==> src/hw/rtl/qbt_pkg.sv <==
package qbt_pkg;

  localparam int KEY_W      = 6;
  localparam int SLOT_W     = 6;
  localparam int IDX_W      = 8;
  localparam int STATUS_W   = 3;
  localparam int RESULT_CAP = 64;

  localparam logic CMD_ADD   = 1'b0;
  localparam logic CMD_FLUSH = 1'b1;

  localparam logic [STATUS_W-1:0] ST_ADDED   = 3'd0;
  localparam logic [STATUS_W-1:0] ST_FULL    = 3'd1;
  localparam logic [STATUS_W-1:0] ST_KEY_OOR = 3'd2;
  localparam logic [STATUS_W-1:0] ST_QUAD    = 3'd3;
  localparam logic [STATUS_W-1:0] ST_EMPTY   = 3'd4;

  typedef struct packed {
    logic cap_add;
    logic cap_flush;
    logic add_done;
    logic emit_empty;
    logic key_rd;
    logic cnt_rd;
    logic slot_rd;
    logic emit_quad;
  } qbt_ctl_t;

  typedef struct packed {
    logic empty;
    logic out_free;
    logic batch_end;
    logic last_quad;
  } qbt_sts_t;

endpackage

==> src/hw/rtl/qbt_ctrl.sv <==
module qbt_ctrl (
  input  logic             clk_i,
  input  logic             rst_ni,
  input  logic             s_valid_i,
  input  logic             cmd_i,
  input  qbt_pkg::qbt_sts_t sts_i,
  output logic             s_ready_o,
  output qbt_pkg::qbt_ctl_t ctl_o
);
  import qbt_pkg::*;

  localparam logic [2:0] S_IDLE  = 3'd0;
  localparam logic [2:0] S_ADD   = 3'd1;
  localparam logic [2:0] S_EMPTY = 3'd2;
  localparam logic [2:0] S_KRD   = 3'd3;
  localparam logic [2:0] S_CRD   = 3'd4;
  localparam logic [2:0] S_SRD   = 3'd5;
  localparam logic [2:0] S_EMIT  = 3'd6;

  logic [2:0] state_q, state_d;

  assign s_ready_o = (state_q == S_IDLE);

  always_comb begin
    state_d = state_q;
    ctl_o   = '0;
    case (state_q)
      S_IDLE: begin
        if (s_valid_i) begin
          if (cmd_i == CMD_ADD) begin
            ctl_o.cap_add = 1'b1;
            state_d       = S_ADD;
          end else begin
            ctl_o.cap_flush = 1'b1;
            state_d         = sts_i.empty ? S_EMPTY : S_KRD;
          end
        end
      end
      S_ADD: begin
        if (sts_i.out_free) begin
          ctl_o.add_done = 1'b1;
          state_d        = S_IDLE;
        end
      end
      S_EMPTY: begin
        if (sts_i.out_free) begin
          ctl_o.emit_empty = 1'b1;
          state_d          = S_IDLE;
        end
      end
      S_KRD: begin
        ctl_o.key_rd = 1'b1;
        state_d      = S_CRD;
      end
      S_CRD: begin
        ctl_o.cnt_rd = 1'b1;
        state_d      = S_SRD;
      end
      S_SRD: begin
        ctl_o.slot_rd = 1'b1;
        state_d       = S_EMIT;
      end
      S_EMIT: begin
        if (sts_i.out_free) begin
          ctl_o.emit_quad = 1'b1;
          if (sts_i.last_quad) begin
            state_d = S_IDLE;
          end else if (sts_i.batch_end) begin
            state_d = S_KRD;
          end else begin
            state_d = S_SRD;
          end
        end
      end
      default: begin
        state_d = S_IDLE;
      end
    endcase
  end

  always_ff @(posedge clk_i or negedge rst_ni) begin
    if (!rst_ni) begin
      state_q <= S_IDLE;
    end else begin
      state_q <= state_d;
    end
  end

endmodule

==> config.mk <==
export PLATFORM = sky130hd
export DESIGN_NAME = qbt_ctrl
export DESIGN_NICKNAME = d
export VERILOG_FILES = /design/src/hw/rtl/qbt_pkg.sv /design/src/hw/rtl/qbt_ctrl.sv
export SDC_FILE = /design/constraint.sdc
export NUM_CORES = 1
export LEC_CHECK = 0
export BUFFER_PORTS_ARGS = -buffer_cell sky130_fd_sc_hd__buf_2
export CORE_AREA = 3 3 40 42
export DETAILED_ROUTE_END_ITERATION = 12
export DIE_AREA = 0 0 43 45
export SKIP_CTS_REPAIR_TIMING = 1
export SLEW_MARGIN = 30
export SYNTH_ARGS = -nofsm -noshare
export SYNTH_HDL_FRONTEND = slang
export SYNTH_SLANG_ARGS = --single-unit
==> constraint.sdc <==
create_clock -name clk_i -period 1.16 [get_ports clk_i]
set_input_delay 0.232 -clock clk_i [delete_from_list [all_inputs] [get_ports clk_i]]
set_output_delay 0.232 -clock clk_i [all_outputs]
set_load 0.005 [all_outputs]
==> results.py <==
metrics = {
    "outcome": {
        "outcome": "complete, but fails checks",
        "failed_checks": "setup timing",
    },
    "power_and_ir_drop": {
        "leakage_nw": 0.294,
        "report.power.total_mw": 1.31,
        "worst_vdd_rail_ir_drop_mv": 1.07,
        "power.density_nw_per_um2": 2300,
    },
    "cells_and_area": {
        "max_reg_flops": 3,
        "biggestRegsByFlops": "state_q: 3 flops",
        "layout_cells_sized_above_1": 0.629,
        "seq_area_um2": 77.6,
        "fillerInstances": 131,
        "multiInputGateArea_um2": 223,
        "flow.area_growth_from_synthesis_pct": 104,
        "n_antenna_cell": 0,
        "layout.nets": 71,
        "largest_register": "state_q",
    },
    "synth": {
        "yosys_register_bits": 3,
        "synth_top_area_cell": "sky130_fd_sc_hd__dfrtp_1",
        "post_synth_instance_area_um2": 279,
        "synthesis.instances": 32,
        "synth-edff-count": 0,
        "netlist-cell-type-count": 24,
        "ys_seq_area_frac": 0.269,
        "dominantRegCellSynth": "sky130_fd_sc_hd__dfrtp_1",
        "post_synth_main_area_contributors": "sky130_fd_sc_hd__dfrtp_1 27%, sky130_fd_sc_hd__a21o_1 5.4%, sky130_fd_sc_hd__and4bb_2 4.5%",
        "postSynthAreaPerCell_um2": 8.72,
        "synth_fp_nets": 40,
        "synth-async-reset-ratio": 1.00,
        "netlist_top_cells_count": "3 x sky130_fd_sc_hd__dfrtp_1, 3 x sky130_fd_sc_hd__nand2_1",
        "yosys_warnings": 0,
        "synth_top_area_share": 0.269,
    },
    "clocking": {
        "cts.sink_count": 3,
        "clock_latency_ns": 0.23,
        "cts.root.buffer_cell": "sky130_fd_sc_hd__clkbuf_4",
        "cts-htree-levels": 1,
        "cts.clk_slew.worst_paths_ns": 0.04,
        "cts-root-to-sink-buffers": 2,
        "cts-buffers-inserted": 3,
        "cts_tree": "yes",
    },
    "grt": {
        "grt_start_max_net_pins": 13,
        "grt_pass1_vias": 280,
        "grtUsageTotal": 0.0819,
        "gr-total-overflow": 0,
        "grt_first_pass_wirelength_um": 1100,
        "initial_antenna_violation_count": 0,
    },
    "sta": {
        "setup-violations-final": 11,
        "finalWorstSetupSlack_ns": -0.271,
        "hold_viol": 0,
        "clock_skew_after_layout_ns": 0.00129,
        "timing.slew.headroom": 0.835,
        "max_slew.worst_pin.slew_ns": 0.246,
        "finalCritPeriodShare": 1.23,
        "final-max-slew-violation-count": 0,
        "period_minus_slack_ns": 1.43,
        "rsz0062_at_grt": "yes",
        "fmax_mhz": 699,
        "min_hold_slack_ns": 0.319,
    },
    "routing": {
        "via_count": 355,
        "drtIter0Drc": 0,
        "detail_route.wl_per_cell_um": 11.2,
        "postRouteWirelength_um": 866,
        "routed_via_count_divided_by_cell_count": 4.61,
        "detail-route-antenna-nets": 0,
        "drc": 0,
        "dr.pass1.iters": 1,
    },
    "critical_path": {
        "required_ns": 0.93,
        "reg2reg_slack_ns": -0.21,
        "timing.critical_path.fanout_max": 5,
        "timing.critical_path.arrival_ns": 1.20,
        "critical_path.slowest_cell": "sky130_fd_sc_hd__dfrtp_2",
        "critical_path_buf_inv_count": 2,
        "timing.reg2reg.worst_path_depth": 6,
        "path_delay_family": "flip-flops",
        "max_stage_delay_ns": 0.45,
        "crit_path_start_kind": "flip-flop",
        "cp_cell_sequence": "buf_12, nor4bb_1, buf_2",
        "r2r-end": "state_q[1]",
        "r2r_start": "state_q[2]",
        "worstSetupPathType": "reg -> out",
        "timing.critical_path.to_type": "output port",
    },
    "placement": {
        "detailedPlacementHpwl_um": 541,
        "port_buffers": 16,
        "dpl_worst_slack_ns": -0.0405,
        "gp_congestion": 0.688,
    },
    "floorplan": {
        "coreArea_um2": 1280,
        "num_io_pins": 17,
        "floorplan.die_area_um2": 1940,
        "placementRows": 13,
        "floorplan.die.width_um": 43,
        "start_util": 0.217,
        "fp.dieH_um": 45,
    },
    "flow_run": {
        "max_cap_viol": 0,
    },
    "min_path": {
        "kind_of_path_behind_the_tightest_hold_check": "in -> async",
    },
}
==> kinds of logic after synthesis <==
group,synth area share
and+or+nand+nor,0.444
AOI/OAI and AO/OA,0.224
DFF,0.269
buffers and inverters,0.0628
==> metal layers <==
metal | part of all wire | track usage | vias to the layer above
met1 | 0.41 | 0.0803 | 160
met3 | 0.055 | 0.0279 | 2
li1 | - | - | 183
met4 | 0.022 | 0.0904 | 0
met5 | 0 | 0 | -
met2 | 0.51 | 0.129 | 10
==> final cells by class <==
class | count | area share
flip-flops and latches | 3 | 0.136
repair buffers | 29 | 0.393
clock buffers | 4 | 0.0462
multi-input cells | 26 | 0.391
well taps | 15 | 0.0330
==> layout by cell type (no fill, tap or decap), drive strengths merged <==
master / n
or4b: 1
nand4bb: 1
nor3: 1
and3b: 2
o2bb2ai: 1
nand2b: 1
a21oi: 2
nor2: 2
dlygate4sd3: 1
nor4bb: 1
nor3b: 1
and4bb: 1
nand3b: 1
dfrtp: 3
clkbuf: 5
o21ai: 1
and3: 1
and4b: 1
a2bb2oi: 1
nand2: 3
buf: 27
o31ai: 1
o21a: 1
a21o: 2
==> worst max-delay path by stage <==
stage | startpoint | end | slack, ns | cells after the start
finish | state_q[2] | ctl_o[4] | -0.27 | 3
global route | state_q[2] | ctl_o[5] | -0.31 | 3
CTS | state_q[1] | ctl_o[6] | -0.30 | 3
detailed placement | state_q[2] | ctl_o[6] | -0.04 | 3
global placement | state_q[1] | ctl_o[6] | -0.04 | 3
floorplan | state_q[1] | ctl_o[6] | 0.05 | 2
==> per-stage QoR <==
stage | utilization | instances | instance area, um2 | setup TNS, ns
4_1_cts | 0.334 | 68 | 429 | -2.10
3_5_place_dp | 0.314 | 64 | 403 | -0.0857
6_report | 0.443 | 77 | 569 | -2.33
5_1_grt | 0.443 | 77 | 569 | -2.95
3_3_place_gp | 0.314 | 64 | 403 | -0.0726
2_1_floorplan | - | 32 | 279 | 0
==> report_power, final <==
part	internal, mW	total (mW)	switching, mW
sequential	0.157	0.228	0.0713
combinational	0.593	0.896	0.304
clock	0.129	0.186	0.0568
Power figures use the tool's default switching activity.
